<file path="src/hdl/wavhp_pkg.sv">
// Types and constants shared by the WAV header parser modules.
package wavhp_pkg;

   localparam int QUEUE_DEPTH = 2;
   localparam int QUEUE_PTR_W = $clog2(QUEUE_DEPTH);
   localparam int QUEUE_CNT_W = $clog2(QUEUE_DEPTH + 1);

   localparam logic [31:0] TAG_RIFF = 32'h4646_4952;
   localparam logic [31:0] TAG_WAVE = 32'h4556_4157;
   localparam logic [31:0] TAG_FMT  = 32'h2074_6D66;
   localparam logic [31:0] TAG_DATA = 32'h6174_6164;

   localparam logic [31:0] FMT_BASE_LEN    = 32'd16;
   localparam logic [7:0]  MAX_TRIES_RESET = 8'd40;
   localparam logic [15:0] COMP_PCM        = 16'd1;

   typedef enum logic [3:0] {
      PH_RIFF,
      PH_RSIZE,
      PH_WAVE,
      PH_FMT,
      PH_FSIZE,
      PH_COMP,
      PH_SRATE,
      PH_BRATE,
      PH_ALIGN,
      PH_SKIP,
      PH_TAG,
      PH_CSIZE,
      PH_DSIZE,
      PH_PAYLOAD,
      PH_HALT
   } wavhp_phase_type;

   typedef enum logic [1:0] {
      EV_HEADER  = 2'd0,
      EV_PAYLOAD = 2'd1,
      EV_ERROR   = 2'd2,
      EV_IGNORED = 2'd3
   } wavhp_event_type;

   typedef enum logic [2:0] {
      ERR_NONE      = 3'd0,
      ERR_NOT_RIFF  = 3'd1,
      ERR_NOT_WAVE  = 3'd2,
      ERR_NOT_FMT   = 3'd3,
      ERR_NOT_PCM   = 3'd4,
      ERR_NO_DATA   = 3'd5,
      ERR_FMT_SHORT = 3'd6
   } wavhp_error_type;

   typedef struct packed {
      logic [7:0] in_byte;
      logic       file_start;
   } wavhp_item_type;

   typedef struct packed {
      logic           valid;
      wavhp_item_type item;
   } wavhp_head_type;

endpackage

</file>
<file path="src/hdl/wavhp_queue.sv">
// Front end: accepts input transactions into a short FIFO.
module wavhp_queue (
   input  logic                     clock,
   input  logic                     reset,
   input  logic                     push_valid,
   output logic                     push_ready,
   input  wavhp_pkg::wavhp_item_type push_item,
   input  logic                     pop_en,
   output wavhp_pkg::wavhp_head_type head
);

   wavhp_pkg::wavhp_item_type               entry_ff [wavhp_pkg::QUEUE_DEPTH];
   logic [wavhp_pkg::QUEUE_PTR_W-1:0] wr_ptr_ff, wr_ptr_in;
   logic [wavhp_pkg::QUEUE_PTR_W-1:0] rd_ptr_ff, rd_ptr_in;
   logic [wavhp_pkg::QUEUE_CNT_W-1:0] count_ff, count_in;
   logic                              push;
   logic                              pop;

   localparam logic [wavhp_pkg::QUEUE_PTR_W-1:0] LAST_PTR =
      wavhp_pkg::QUEUE_PTR_W'(wavhp_pkg::QUEUE_DEPTH - 1);
   localparam logic [wavhp_pkg::QUEUE_CNT_W-1:0] FULL_CNT =
      wavhp_pkg::QUEUE_CNT_W'(wavhp_pkg::QUEUE_DEPTH);

   assign push_ready = (count_ff != FULL_CNT);
   assign push       = push_valid && push_ready;
   assign pop        = pop_en && head.valid;

   assign head.valid = (count_ff != '0);
   assign head.item  = entry_ff[rd_ptr_ff];

   always_comb begin
      wr_ptr_in = wr_ptr_ff;
      rd_ptr_in = rd_ptr_ff;
      count_in  = count_ff;
      if (push) begin
         wr_ptr_in = (wr_ptr_ff == LAST_PTR) ? '0 : wr_ptr_ff + 1'b1;
      end
      if (pop) begin
         rd_ptr_in = (rd_ptr_ff == LAST_PTR) ? '0 : rd_ptr_ff + 1'b1;
      end
      if (push && !pop) begin
         count_in = count_ff + 1'b1;
      end else if (pop && !push) begin
         count_in = count_ff - 1'b1;
      end
   end

   always_ff @(posedge clock) begin
      if (reset) begin
         wr_ptr_ff <= '0;
         rd_ptr_ff <= '0;
         count_ff  <= '0;
      end else begin
         wr_ptr_ff <= wr_ptr_in;
         rd_ptr_ff <= rd_ptr_in;
         count_ff  <= count_in;
      end
   end

   always_ff @(posedge clock) begin
      if (push) begin
         entry_ff[wr_ptr_ff] <= push_item;
      end
   end

endmodule

</file>
<file path="src/hdl/wavhp_engine.sv">
// Back end: header parsing state machine and result register.
module wavhp_engine (
   input  logic                      clock,
   input  logic                      reset,
   input  wavhp_pkg::wavhp_head_type head,
   output logic                      pop_en,
   input  logic                      csr_write_en,
   input  logic [7:0]                csr_write_data,
   output logic                      rsp_valid,
   input  logic                      rsp_ready,
   output logic [1:0]                rsp_event_res,
   output logic [2:0]                rsp_error_code,
   output logic [7:0]                rsp_payload_byte,
   output logic                      rsp_last_payload,
   output logic [15:0]               rsp_channels,
   output logic [31:0]               rsp_sample_rate,
   output logic [31:0]               rsp_byte_rate,
   output logic [15:0]               rsp_block_align,
   output logic [15:0]               rsp_bits_per_sample,
   output logic [31:0]               rsp_data_size,
   output logic [31:0]               rsp_riff_size
);

   wavhp_pkg::wavhp_phase_type phase_ff, phase_in;
   wavhp_pkg::wavhp_error_type err_ff, err_in;
   wavhp_pkg::wavhp_event_type ev_ff, ev_in;
   logic [1:0]  bif_ff, bif_in;
   logic [31:0] shift_ff, shift_in;
   logic [31:0] fmt_len_ff, fmt_len_in;
   logic [31:0] skip_ff, skip_in;
   logic [7:0]  tries_ff, tries_in;
   logic [31:0] pay_rem_ff, pay_rem_in;
   logic [15:0] channels_ff, channels_in;
   logic [31:0] srate_ff, srate_in;
   logic [31:0] brate_ff, brate_in;
   logic [15:0] align_ff, align_in;
   logic [15:0] bits_ff, bits_in;
   logic [31:0] dsize_ff, dsize_in;
   logic [31:0] rsize_ff, rsize_in;
   logic [7:0]  max_tries_ff;
   logic        rsp_valid_ff, rsp_valid_in;
   logic [7:0]  pbyte_ff, pbyte_in;
   logic        last_ff, last_in;

   logic [7:0]  in_byte;
   logic        fs;
   logic [31:0] word;
   logic [2:0]  cnt;
   wavhp_pkg::wavhp_error_type err_now;

   assign in_byte = head.item.in_byte;
   assign fs      = head.item.file_start;
   assign pop_en  = head.valid && (!rsp_valid_ff || rsp_ready);

   always_comb begin
      // file start wipes the per-file state before the byte is used
      phase_in    = fs ? wavhp_pkg::PH_RIFF : phase_ff;
      err_in      = fs ? wavhp_pkg::ERR_NONE : err_ff;
      bif_in      = fs ? '0 : bif_ff;
      shift_in    = fs ? '0 : shift_ff;
      fmt_len_in  = fs ? '0 : fmt_len_ff;
      skip_in     = fs ? '0 : skip_ff;
      tries_in    = fs ? '0 : tries_ff;
      pay_rem_in  = fs ? '0 : pay_rem_ff;
      channels_in = fs ? '0 : channels_ff;
      srate_in    = fs ? '0 : srate_ff;
      brate_in    = fs ? '0 : brate_ff;
      align_in    = fs ? '0 : align_ff;
      bits_in     = fs ? '0 : bits_ff;
      dsize_in    = fs ? '0 : dsize_ff;
      rsize_in    = fs ? '0 : rsize_ff;

      ev_in    = wavhp_pkg::EV_HEADER;
      pbyte_in = '0;
      last_in  = 1'b0;
      err_now  = wavhp_pkg::ERR_NONE;
      word     = shift_in | ({24'd0, in_byte} << {bif_in, 3'b000});
      cnt      = {1'b0, bif_in} + 3'd1;

      case (phase_in)
         wavhp_pkg::PH_HALT: begin
            ev_in = wavhp_pkg::EV_IGNORED;
         end
         wavhp_pkg::PH_SKIP: begin
            if (skip_in != '0) begin
               skip_in = skip_in - 32'd1;
            end
            if (skip_in == '0) begin
               phase_in = wavhp_pkg::PH_TAG;
               bif_in   = '0;
               shift_in = '0;
            end
         end
         wavhp_pkg::PH_PAYLOAD: begin
            ev_in    = wavhp_pkg::EV_PAYLOAD;
            pbyte_in = in_byte;
            if (pay_rem_in <= 32'd1) begin
               last_in    = 1'b1;
               pay_rem_in = '0;
               phase_in   = wavhp_pkg::PH_HALT;
            end else begin
               pay_rem_in = pay_rem_in - 32'd1;
            end
         end
         default: begin
            if (phase_in == wavhp_pkg::PH_COMP && cnt == 3'd2 &&
                word[15:0] != wavhp_pkg::COMP_PCM) begin
               err_now = wavhp_pkg::ERR_NOT_PCM;
            end else if (cnt == 3'd4) begin
               bif_in   = '0;
               shift_in = '0;
               case (phase_in)
                  wavhp_pkg::PH_RIFF: begin
                     if (word != wavhp_pkg::TAG_RIFF) err_now = wavhp_pkg::ERR_NOT_RIFF;
                     else phase_in = wavhp_pkg::PH_RSIZE;
                  end
                  wavhp_pkg::PH_RSIZE: begin
                     rsize_in = word;
                     phase_in = wavhp_pkg::PH_WAVE;
                  end
                  wavhp_pkg::PH_WAVE: begin
                     if (word != wavhp_pkg::TAG_WAVE) err_now = wavhp_pkg::ERR_NOT_WAVE;
                     else phase_in = wavhp_pkg::PH_FMT;
                  end
                  wavhp_pkg::PH_FMT: begin
                     if (word != wavhp_pkg::TAG_FMT) err_now = wavhp_pkg::ERR_NOT_FMT;
                     else phase_in = wavhp_pkg::PH_FSIZE;
                  end
                  wavhp_pkg::PH_FSIZE: begin
                     fmt_len_in = word;
                     if (word < wavhp_pkg::FMT_BASE_LEN) err_now = wavhp_pkg::ERR_FMT_SHORT;
                     else phase_in = wavhp_pkg::PH_COMP;
                  end
                  wavhp_pkg::PH_COMP: begin
                     channels_in = word[31:16];
                     phase_in    = wavhp_pkg::PH_SRATE;
                  end
                  wavhp_pkg::PH_SRATE: begin
                     srate_in = word;
                     phase_in = wavhp_pkg::PH_BRATE;
                  end
                  wavhp_pkg::PH_BRATE: begin
                     brate_in = word;
                     phase_in = wavhp_pkg::PH_ALIGN;
                  end
                  wavhp_pkg::PH_ALIGN: begin
                     align_in = word[15:0];
                     bits_in  = word[31:16];
                     tries_in = max_tries_ff;
                     if (fmt_len_in > wavhp_pkg::FMT_BASE_LEN) begin
                        skip_in  = fmt_len_in - wavhp_pkg::FMT_BASE_LEN;
                        phase_in = wavhp_pkg::PH_SKIP;
                     end else begin
                        phase_in = wavhp_pkg::PH_TAG;
                     end
                  end
                  wavhp_pkg::PH_TAG: begin
                     if (word == wavhp_pkg::TAG_DATA) begin
                        phase_in = wavhp_pkg::PH_DSIZE;
                     end else if (tries_in <= 8'd1) begin
                        tries_in = '0;
                        err_now  = wavhp_pkg::ERR_NO_DATA;
                     end else begin
                        tries_in = tries_in - 8'd1;
                        phase_in = wavhp_pkg::PH_CSIZE;
                     end
                  end
                  wavhp_pkg::PH_CSIZE: begin
                     if (word == '0) begin
                        phase_in = wavhp_pkg::PH_TAG;
                     end else begin
                        skip_in  = word;
                        phase_in = wavhp_pkg::PH_SKIP;
                     end
                  end
                  default: begin
                     // data size word
                     dsize_in   = word;
                     pay_rem_in = word;
                     phase_in   = (word != '0) ? wavhp_pkg::PH_PAYLOAD : wavhp_pkg::PH_HALT;
                  end
               endcase
            end else begin
               bif_in   = cnt[1:0];
               shift_in = word;
            end
            if (err_now != wavhp_pkg::ERR_NONE) begin
               err_in   = err_now;
               phase_in = wavhp_pkg::PH_HALT;
               bif_in   = '0;
               shift_in = '0;
               ev_in    = wavhp_pkg::EV_ERROR;
            end
         end
      endcase

      rsp_valid_in = pop_en || (rsp_valid_ff && !rsp_ready);
   end

   always_ff @(posedge clock) begin
      if (reset) begin
         max_tries_ff <= wavhp_pkg::MAX_TRIES_RESET;
      end else if (csr_write_en) begin
         max_tries_ff <= csr_write_data;
      end
   end

   always_ff @(posedge clock) begin
      if (reset) begin
         phase_ff     <= wavhp_pkg::PH_RIFF;
         err_ff       <= wavhp_pkg::ERR_NONE;
         bif_ff       <= '0;
         shift_ff     <= '0;
         fmt_len_ff   <= '0;
         skip_ff      <= '0;
         tries_ff     <= '0;
         pay_rem_ff   <= '0;
         channels_ff  <= '0;
         srate_ff     <= '0;
         brate_ff     <= '0;
         align_ff     <= '0;
         bits_ff      <= '0;
         dsize_ff     <= '0;
         rsize_ff     <= '0;
         rsp_valid_ff <= 1'b0;
      end else begin
         rsp_valid_ff <= rsp_valid_in;
         if (pop_en) begin
            phase_ff    <= phase_in;
            err_ff      <= err_in;
            bif_ff      <= bif_in;
            shift_ff    <= shift_in;
            fmt_len_ff  <= fmt_len_in;
            skip_ff     <= skip_in;
            tries_ff    <= tries_in;
            pay_rem_ff  <= pay_rem_in;
            channels_ff <= channels_in;
            srate_ff    <= srate_in;
            brate_ff    <= brate_in;
            align_ff    <= align_in;
            bits_ff     <= bits_in;
            dsize_ff    <= dsize_in;
            rsize_ff    <= rsize_in;
         end
      end
   end

   always_ff @(posedge clock) begin
      if (pop_en) begin
         ev_ff    <= ev_in;
         pbyte_ff <= pbyte_in;
         last_ff  <= last_in;
      end
   end

   // held fields change only when a new result is loaded, so they show directly
   assign rsp_valid           = rsp_valid_ff;
   assign rsp_event_res       = ev_ff;
   assign rsp_error_code      = err_ff;
   assign rsp_payload_byte    = pbyte_ff;
   assign rsp_last_payload    = last_ff;
   assign rsp_channels        = channels_ff;
   assign rsp_sample_rate     = srate_ff;
   assign rsp_byte_rate       = brate_ff;
   assign rsp_block_align     = align_ff;
   assign rsp_bits_per_sample = bits_ff;
   assign rsp_data_size       = dsize_ff;
   assign rsp_riff_size       = rsize_ff;

endmodule

</file>
<file path="src/hdl/wav_header_parser_core.sv">
// Top level of the WAV (RIFF/PCM) header parser.
//
// Input: one file byte per req transaction; req_file_start marks the first
// byte of a file and restarts parsing. Output: one rsp transaction per byte,
// with an event code (header byte, payload byte, error, ignored), the latched
// error code, the payload byte and last marker, and the header fields held
// so far. csr_write_en/csr_write_data set the chunk header try limit
// (reset value 40); write it only while the parser is idle.
// The accepted byte is written into the FIFO; the parse step then takes it
// from the FIFO head and loads the result register.
// Throughput: one byte per cycle while rsp_ready does not hold the result register.
// A two-entry FIFO sits between the accept side and the parser, so req_ready
// stays high while a result waits; when rsp_ready is low the result register
// holds and the FIFO fills, then req_ready drops.
// Reset (synchronous, active high) empties the FIFO, clears all header
// fields and leaves the parser expecting the RIFF tag.
module wav_header_parser_core (
   input  logic        clock,
   input  logic        reset,
   input  logic        req_valid,
   output logic        req_ready,
   input  logic [7:0]  req_in_byte,
   input  logic        req_file_start,
   output logic        rsp_valid,
   input  logic        rsp_ready,
   output logic [1:0]  rsp_event_res,
   output logic [2:0]  rsp_error_code,
   output logic [7:0]  rsp_payload_byte,
   output logic        rsp_last_payload,
   output logic [15:0] rsp_channels,
   output logic [31:0] rsp_sample_rate,
   output logic [31:0] rsp_byte_rate,
   output logic [15:0] rsp_block_align,
   output logic [15:0] rsp_bits_per_sample,
   output logic [31:0] rsp_data_size,
   output logic [31:0] rsp_riff_size,
   input  logic        csr_write_en,
   input  logic [7:0]  csr_write_data
);

   wavhp_pkg::wavhp_item_type req_item;
   wavhp_pkg::wavhp_head_type head;
   logic                      pop_en;

   assign req_item.in_byte    = req_in_byte;
   assign req_item.file_start = req_file_start;

   // front: transaction queue
   wavhp_queue u_queue (
      .clock      (clock),
      .reset      (reset),
      .push_valid (req_valid),
      .push_ready (req_ready),
      .push_item  (req_item),
      .pop_en     (pop_en),
      .head       (head)
   );

   // back: parser and result register
   wavhp_engine u_engine (
      .clock               (clock),
      .reset               (reset),
      .head                (head),
      .pop_en              (pop_en),
      .csr_write_en        (csr_write_en),
      .csr_write_data      (csr_write_data),
      .rsp_valid           (rsp_valid),
      .rsp_ready           (rsp_ready),
      .rsp_event_res       (rsp_event_res),
      .rsp_error_code      (rsp_error_code),
      .rsp_payload_byte    (rsp_payload_byte),
      .rsp_last_payload    (rsp_last_payload),
      .rsp_channels        (rsp_channels),
      .rsp_sample_rate     (rsp_sample_rate),
      .rsp_byte_rate       (rsp_byte_rate),
      .rsp_block_align     (rsp_block_align),
      .rsp_bits_per_sample (rsp_bits_per_sample),
      .rsp_data_size       (rsp_data_size),
      .rsp_riff_size       (rsp_riff_size)
   );

endmodule

</file>
<file path="config.mk">
export PLATFORM = sky130hd
export DESIGN_NAME = wav_header_parser_core
export DESIGN_NICKNAME = d
export VERILOG_FILES = /design/src/hdl/wavhp_pkg.sv /design/src/hdl/wavhp_queue.sv /design/src/hdl/wavhp_engine.sv /design/src/hdl/wav_header_parser_core.sv
export SDC_FILE = /design/constraint.sdc
export NUM_CORES = 1
export LEC_CHECK = 0
export BUFFER_PORTS_ARGS = -buffer_cell sky130_fd_sc_hd__buf_4
export CAP_MARGIN = 20
export CORE_AREA = 2 2 190 192
export CTS_BUF_LIST = sky130_fd_sc_hd__clkbuf_4
export DETAILED_ROUTE_END_ITERATION = 7
export DIE_AREA = 0 0 192 194
export PLACE_DENSITY = 0.78
export RECOVER_POWER = 25
export SLEW_MARGIN = 5
export SYNTH_ARGS = -nofsm -noshare
export SYNTH_HDL_FRONTEND = slang
export SYNTH_SLANG_ARGS = --single-unit
</file>
<file path="constraint.sdc">
create_clock -name clock -period 7.2 [get_ports clock]
set_input_delay 1.08 -clock clock [delete_from_list [all_inputs] [get_ports clock]]
set_output_delay 1.08 -clock clock [all_outputs]
set_load 0.02 [all_outputs]
</file>
==> results of run 1 <==
[cells in the final DEF, fill, tap and decap left out, drive strengths merged, types with 15 or more instances in the layout]
cell and count:
a22o 69, nor3 93, buf 174, o21a 19, o22ai 28, a211oi 27
dfxtp 335, xor2 16, nand2 176, nor4 42, nand2b 17, nand3 48
clkinv 39, nor3b 17, or3 27, nor2 359, o31ai 24, inv 29
o21ai 183, edfxtp 29, a31oi 21, and2 19, a21oi 187, o211ai 19
mux2i 18, a22oi 154, clkbuf 230, or4 15
[cells by family after synthesis]
family,Yosys count,share of synthesized area [%]
and+or+nand+nor,879,21.8
DFF,364,39.6
muxes,28,1.70
AOI/OAI and AO/OA,859,30.0
adders and majority gates,9,0.589
buffers and inverters,229,4.95
xor gates and xnor gates,30,1.37
[stage by stage]
step | power (uW) | worst slack, ns
2_1_floorplan | 5010 | 2.74
3_3_place_gp | 6140 | 1.79
3_5_place_dp | 6180 | 1.74
4_1_cts | 7970 | 1.71
5_1_grt | 8530 | 0.683
6_report | 8180 | 0.868
[state kept, by name, indices dropped and copies added (netlist names), 18 cells and up, named ones only]
name	flops
u_engine.fmt_len_ff	32
u_engine.skip_ff	32
u_queue.entry_ff	18
u_engine.rsp_byte_rate	32
u_engine.pay_rem_ff	32
u_engine.shift_ff	32
u_engine.rsp_sample_rate	32
u_engine.rsp_data_size	32
u_engine.rsp_riff_size	32
[critical path, cell delays in order]
cell and delay [ns]:
clkbuf_4 0.09, nand2b_1 0.16, o21ai_4 0.09, clkinvlp_2 1.67, clkbuf_1 2.21, nand2_1 0.99
a22oi_1 0.42, nor2_1 0.09
[cells in the mapped netlist (16+ instances only)]
cell type and instances:
and2_1 18, mux2i_1 16, edfxtp_1 29, inv_1 25, a22o_1 69, nand2b_1 16
o22ai_1 28, buf_2 30, xor2_1 16, buf_1 20, nor2_1 356, dfxtp_1 335
nor4_1 40, a21oi_1 186, a22oi_1 154, o21ai_0 175, clkbuf_1 143, a211oi_1 27
a31oi_1 21, nor3b_1 17, or3_1 27, o211ai_1 19, o21a_1 19, nand2_1 176
nor3_1 88, o31ai_1 23, nand3_1 48
[routing by layer]
metal  track usage (%)  routed length (um)  vias to the layer above
met5                 0                  23                        -
met3              14.1               10800                      348
met1              55.2               30800                     9988
li1                  -                   -                     9350
met4              24.2                5200                        4
met2              60.3               33600                     1574
[power by group]
group / switching [uW] / leakage, uW / internal (uW)
Combinational: 2700 / 0.00451 / 1110
Clock: 928 / 0.000705 / 877
Sequential: 307 / 0.00299 / 2260
Total: 3930 / 0.00820 / 4250
[path summary, 6_finish.rpt]
kind	startpoint	endpoint	slack, ns	cells past startpoint
setup / recovery	rsp_ready	u_engine.skip_ff[25]	0.87	8
hold / removal	u_engine.rsp_riff_size[12]	u_engine.rsp_riff_size[12]	0.46	2
setup reg to reg	u_queue.count_ff[0]	u_engine.skip_ff[25]	0.92	6
hold reg to reg	u_engine.rsp_riff_size[12]	u_engine.rsp_riff_size[12]	0.46	2
[final cells by class]
class                   instances  area, um2
diodes                          3       7.51
clock buffers                 128        961
clock inverters                44        228
fillers                      3286      13400
inverters                      26       98.8
multi-input cells            1805      10600
flip-flops and latches        364       7580
well taps                     461        577
repair buffers                276       1750
==> results.txt, run 1 <==
outcome - finished with violations
violated checks - max-capacitance violations, max-slew violations
# DRC - 0
setup repair after global routing missed its margin - false
Yosys warnings - 0
CTS tree - built
worst vdd ir - 0.277 mV
initial core utilization - 54.3%
setup violators final - 0
Crit Path Class - in2reg
nets - 2,600
CTS root buf - clkbuf_4
total grt overflow - 0
fmax - 158 MHz
io pins - 214
Syn Area/Cell - 7.97 um2
total clock sinks - 364
Placed Cells - 2,927
Core Area - 35,200 um2
Syn Std Cell Area - 19,100 um2
clk_skew - 0.0792 ns
Total Routing Usage GR - 42.1%
Setup Total Neg Slack - 0 ns
Post-synth ARST share - 0%
Critical Path Start Type - primary input
Worst setup EP type - register
Vias per Instance - 6.84
HPWL after detailed placement - 55,600 um
post-route cell area - 21,800 um2
Layout area overhead - 14.2%
IO Port Bufs - 213
maximum buffer depth of the clock tree - 3
Max Cap Viol - 5
Pre-antenna DRT Iters - 7
DP Area - 20,900 um2
Post-CTS Setup Repair Bufs - 0
row count - 69
min Tclk post-route - 6.33 ns
first-pass GRT wire length - 120,000 um
vias post-DR - 21,264
Tightest Pin Transition - 3.02 ns
Worst-Skew Late Latency - 0.85 ns
Clock transition at path regs - 0.07 ns
PostCTS Resize Cnt - 0
final core occ - 62.0%
ranking of synthesized cells by area - dfxtp_1 (35%), nor2_1 (7.0%), a22oi_1 (6.0%)
die span in x - 192 um
H-tree levels - 3
Iter 0 DRT Violations - 3,142
Seq/Total Area, Yosys - 39.6%
fraction of layout cells with a size suffix above 1 - 14.3%
P_leak - 0.00820 uW
period utilization - 87.9%
Post-Route WL - 80,500 um
critical path fanouts, max - 70
final hold violation count - 0
Hold Crit Class - reg2reg
Synth Flop Type - dfxtp_1
largest area contributor in the netlist - dfxtp_1
largest net degree at the start of global routing - 83
pins over their slew limit - 285
Finished Layout Cells - 3,107
Yosys cell types - 91
Die ar. - 37,200 um2
WHS - 0.460 ns
TritonCTS Buffers - 96
Die Span Y - 194 um
Syn Nets - 2,429
routability congestion estimate - 1.03
Req. time, crit path - 7.79 ns
CP arrival - 6.92 ns
Post-synth EDFFs - 29
number of global-route vias before repair - 19,525
Yosys reg bits - 364
top cell type's share of synthesized area - 35.1%
Hold Buf Count CTS - 0
post-synthesis cell count - 2,398
final antenna-violating net count - 0
Power Dens Cells - 375 nW/um2
Slew headroom - -102%
Avg WL per Cell - 25.9 um
initial antenna violation count - 6
(Power assumes the default switching activity.)
==> run 2: changes to the inputs <==
==> constraint.sdc (replaced) <==
create_clock -name clock -period 7.2 [get_ports clock]
set_input_delay 1.44 -clock clock [delete_from_list [all_inputs] [get_ports clock]]
set_output_delay 1.44 -clock clock [all_outputs]
set_load 0.02 [all_outputs]
==> run 2 against run 1 <==
The run still ends with max-capacitance violations, max-slew violations left. Maximum frequency rose by 12%. First-iteration DRC count grew 0.60%. Total power grew 1.0%. Clock skew shrank 0.024 ns. Hold slack better by 0.016 ns.
==> results.txt, run 2 (synthesis results as in run 1) <==
outcome - finished with violations
violated checks - max-capacitance violations, max-slew violations
Critical Path Start Type - register
Slew headroom - -179% (-77 points)
Crit Path Class - reg2reg
Worst-Skew Late Latency - 0.85 ns (about the same)
CTS tree - built
Worst setup EP type - register
row count - 69 (unchanged)
CTS root buf - clkbuf_4
CP arrival - 6.16 ns (-0.76 ns)
Tightest Pin Transition - 4.19 ns (+1.17 ns)
Post-Route WL - 82,900 um (+3.0%)
Pre-antenna DRT Iters - 7 (unchanged)
Hold Buf Count CTS - 0 (unchanged)
first-pass GRT wire length - 123,000 um (+2.5%)
IO Port Bufs - 213 (unchanged)
HPWL after detailed placement - 56,800 um (+2.2%)
Core Area - 35,200 um2 (unchanged)
final hold violation count - 0 (unchanged)
# fillers - 3,193 (-2.8%)
setup violators final - 0 (unchanged)
setup repair after global routing missed its margin - false
Req. time, crit path - 7.71 ns (-0.08 ns)
Buf/Inv on CP - 1 (-2)
number of global-route vias before repair - 19,755 (+1.2%)
most common cell after layout, fill and taps aside - nor2_1
Total Routing Usage GR - 43.3% (+1.2 points)
Max Cap Viol - 5 (unchanged)
critical path fanouts, max - 16 (-77%)
Clock transition at path regs - 0.07 ns (about the same)
Largest stage delay, worst path - 0.66 ns (-1.55 ns)
fmax - 177 MHz (+12%)
Iter 0 DRT Violations - 3,161 (+0.60%)
fraction of layout cells with a size suffix above 1 - 14.7% (+0.43 points)
Setup Total Neg Slack - 0 ns (unchanged)
worst vdd ir - 0.352 mV (+27%)
vias post-DR - 21,438 (+0.82%)
routability congestion estimate - 1.09 (+6.4%)
min Tclk post-route - 5.66 ns (-0.676 ns)
P_leak - 0.00823 uW (+0.29%)
Power Dens Cells - 378 nW/um2 (+0.74%)
initial antenna violation count - 3 (-3)
total grt overflow - 0 (unchanged)
PostCTS Resize Cnt - 0 (unchanged)
Die Span Y - 194 um (unchanged)
io pins - 214 (unchanged)
Hold Crit Class - reg2reg
Post-CTS Setup Repair Bufs - 0 (unchanged)
maximum buffer depth of the clock tree - 3 (unchanged)
Die ar. - 37,200 um2 (unchanged)
CP top delay family - simple AND/OR/NAND/NOR gates
# DRC - 0 (unchanged)
TritonCTS Buffers - 95 (-1.0%)
commonest non-fill, non-tap cells in the layout - nor2_1 (353), dfxtp_1 (335), a21oi_1 (185), nand2_1 (176), buf_4 (173)
initial core utilization - 54.3% (unchanged)
die span in x - 192 um (unchanged)
final antenna-violating net count - 0 (unchanged)
total power - 8260 uW (+1.0%)
largest net degree at the start of global routing - 87 (+4.8%)
Vias per Instance - 6.90 (+0.88%)
Avg WL per Cell - 26.7 um (+3.1%)
Layout area overhead - 14.5%
CP cell instances - mux2i_4 > nand2_1 > ha_1 > or4b_1 > nor3_1 > o21ai_1 > nor4_1 > xor2_1 > a2111oi_0 > and4_1 > a21oi_2 > buf_4 > nor2_2 > a211oi_1
nets - 2,601 (+0.038%)
total clock sinks - 364 (unchanged)
CP max-delay cell - dfxtp_1
H-tree levels - 3 (unchanged)
pins over their slew limit - 281 (-1.4%)
clk_skew - 0.0552 ns (-0.0240 ns)
period utilization - 78.5% (-9.4 points)
## run 2: cell count changes in the layout (fill, tap and decap cells not counted), sizes merged
cell	previous run	this run
buf	174	179
clkinvlp	1	2
clkinv	39	24
diode	3	4
inv	29	28
clkbuf	230	238
bufinv	1	0
## run 2: per-layer routing
layer  GRT usage [%]  up-vias  wire (um)
met5               0        -         11
met4            25.3        2       5100
met3            15.1      350      11300
met2            61.4     1657      34600
met1            56.7    10108      31800
li1                -     9321          -
## run 2: layout make-up
cell class	count	area [um2]	share of cell area, %
antenna	4	10.0	0.0457
timing repair buffer	278	1790	8.18
inverter	26	98.8	0.452
sequential	364	7580	34.6
clock inverter	28	149	0.680
tap	461	577	2.64
multi-input combinational	1805	10600	48.6
clock buffer	139	1040	4.77
## run 2: power by group
part	internal [uW]	switching [uW]	leakage (uW)
Sequential	2260	331	0.00299
Combinational	1120	2740	0.00453
Clock	893	925	0.000712
Total	4270	3990	0.00823
## run 2: per-stage QoR
stage	setup slack, ns	util, %	instances	instance area [um2]	hold WS [ns]
2_1_floorplan	2.74	-	2398	19100	0.442
3_3_place_gp	1.99	59.5	2926	21000	0.443
3_5_place_dp	1.98	59.5	2927	21000	0.459
4_1_cts	1.93	62.9	3094	22200	0.471
5_1_grt	1.39	62.1	3102	21900	0.492
6_report	1.54	62.1	3105	21900	0.476
## run 2: final timing paths
| check | slack (ns) | cells past startpoint | start | endpoint |
|---|---|---|---|---|
| worst max-delay path | 1.54 | 14 | register | u_engine.shift_ff[11] |
| worst min-delay path | 0.48 | 2 | u_engine.rsp_riff_size[12] | u_engine.rsp_riff_size[12] |
| worst max register to register | 1.54 | 14 | register | u_engine.shift_ff[11] |
| worst min register to register | 0.48 | 2 | u_engine.rsp_riff_size[12] | u_engine.rsp_riff_size[12] |
## run 2: worst register-to-register path, cell delays in order, from the launching register on
cell,delay [ns]
dfxtp_1,0.66
mux2i_4,0.25
nand2_1,0.23
ha_1,0.40
or4b_1,0.64
nor3_1,0.38
o21ai_1,0.23
nor4_1,0.49
xor2_1,0.15
a2111oi_0,0.41
and4_1,0.31
a21oi_2,0.07
buf_4,0.21
nor2_2,0.66
a211oi_1,0.23
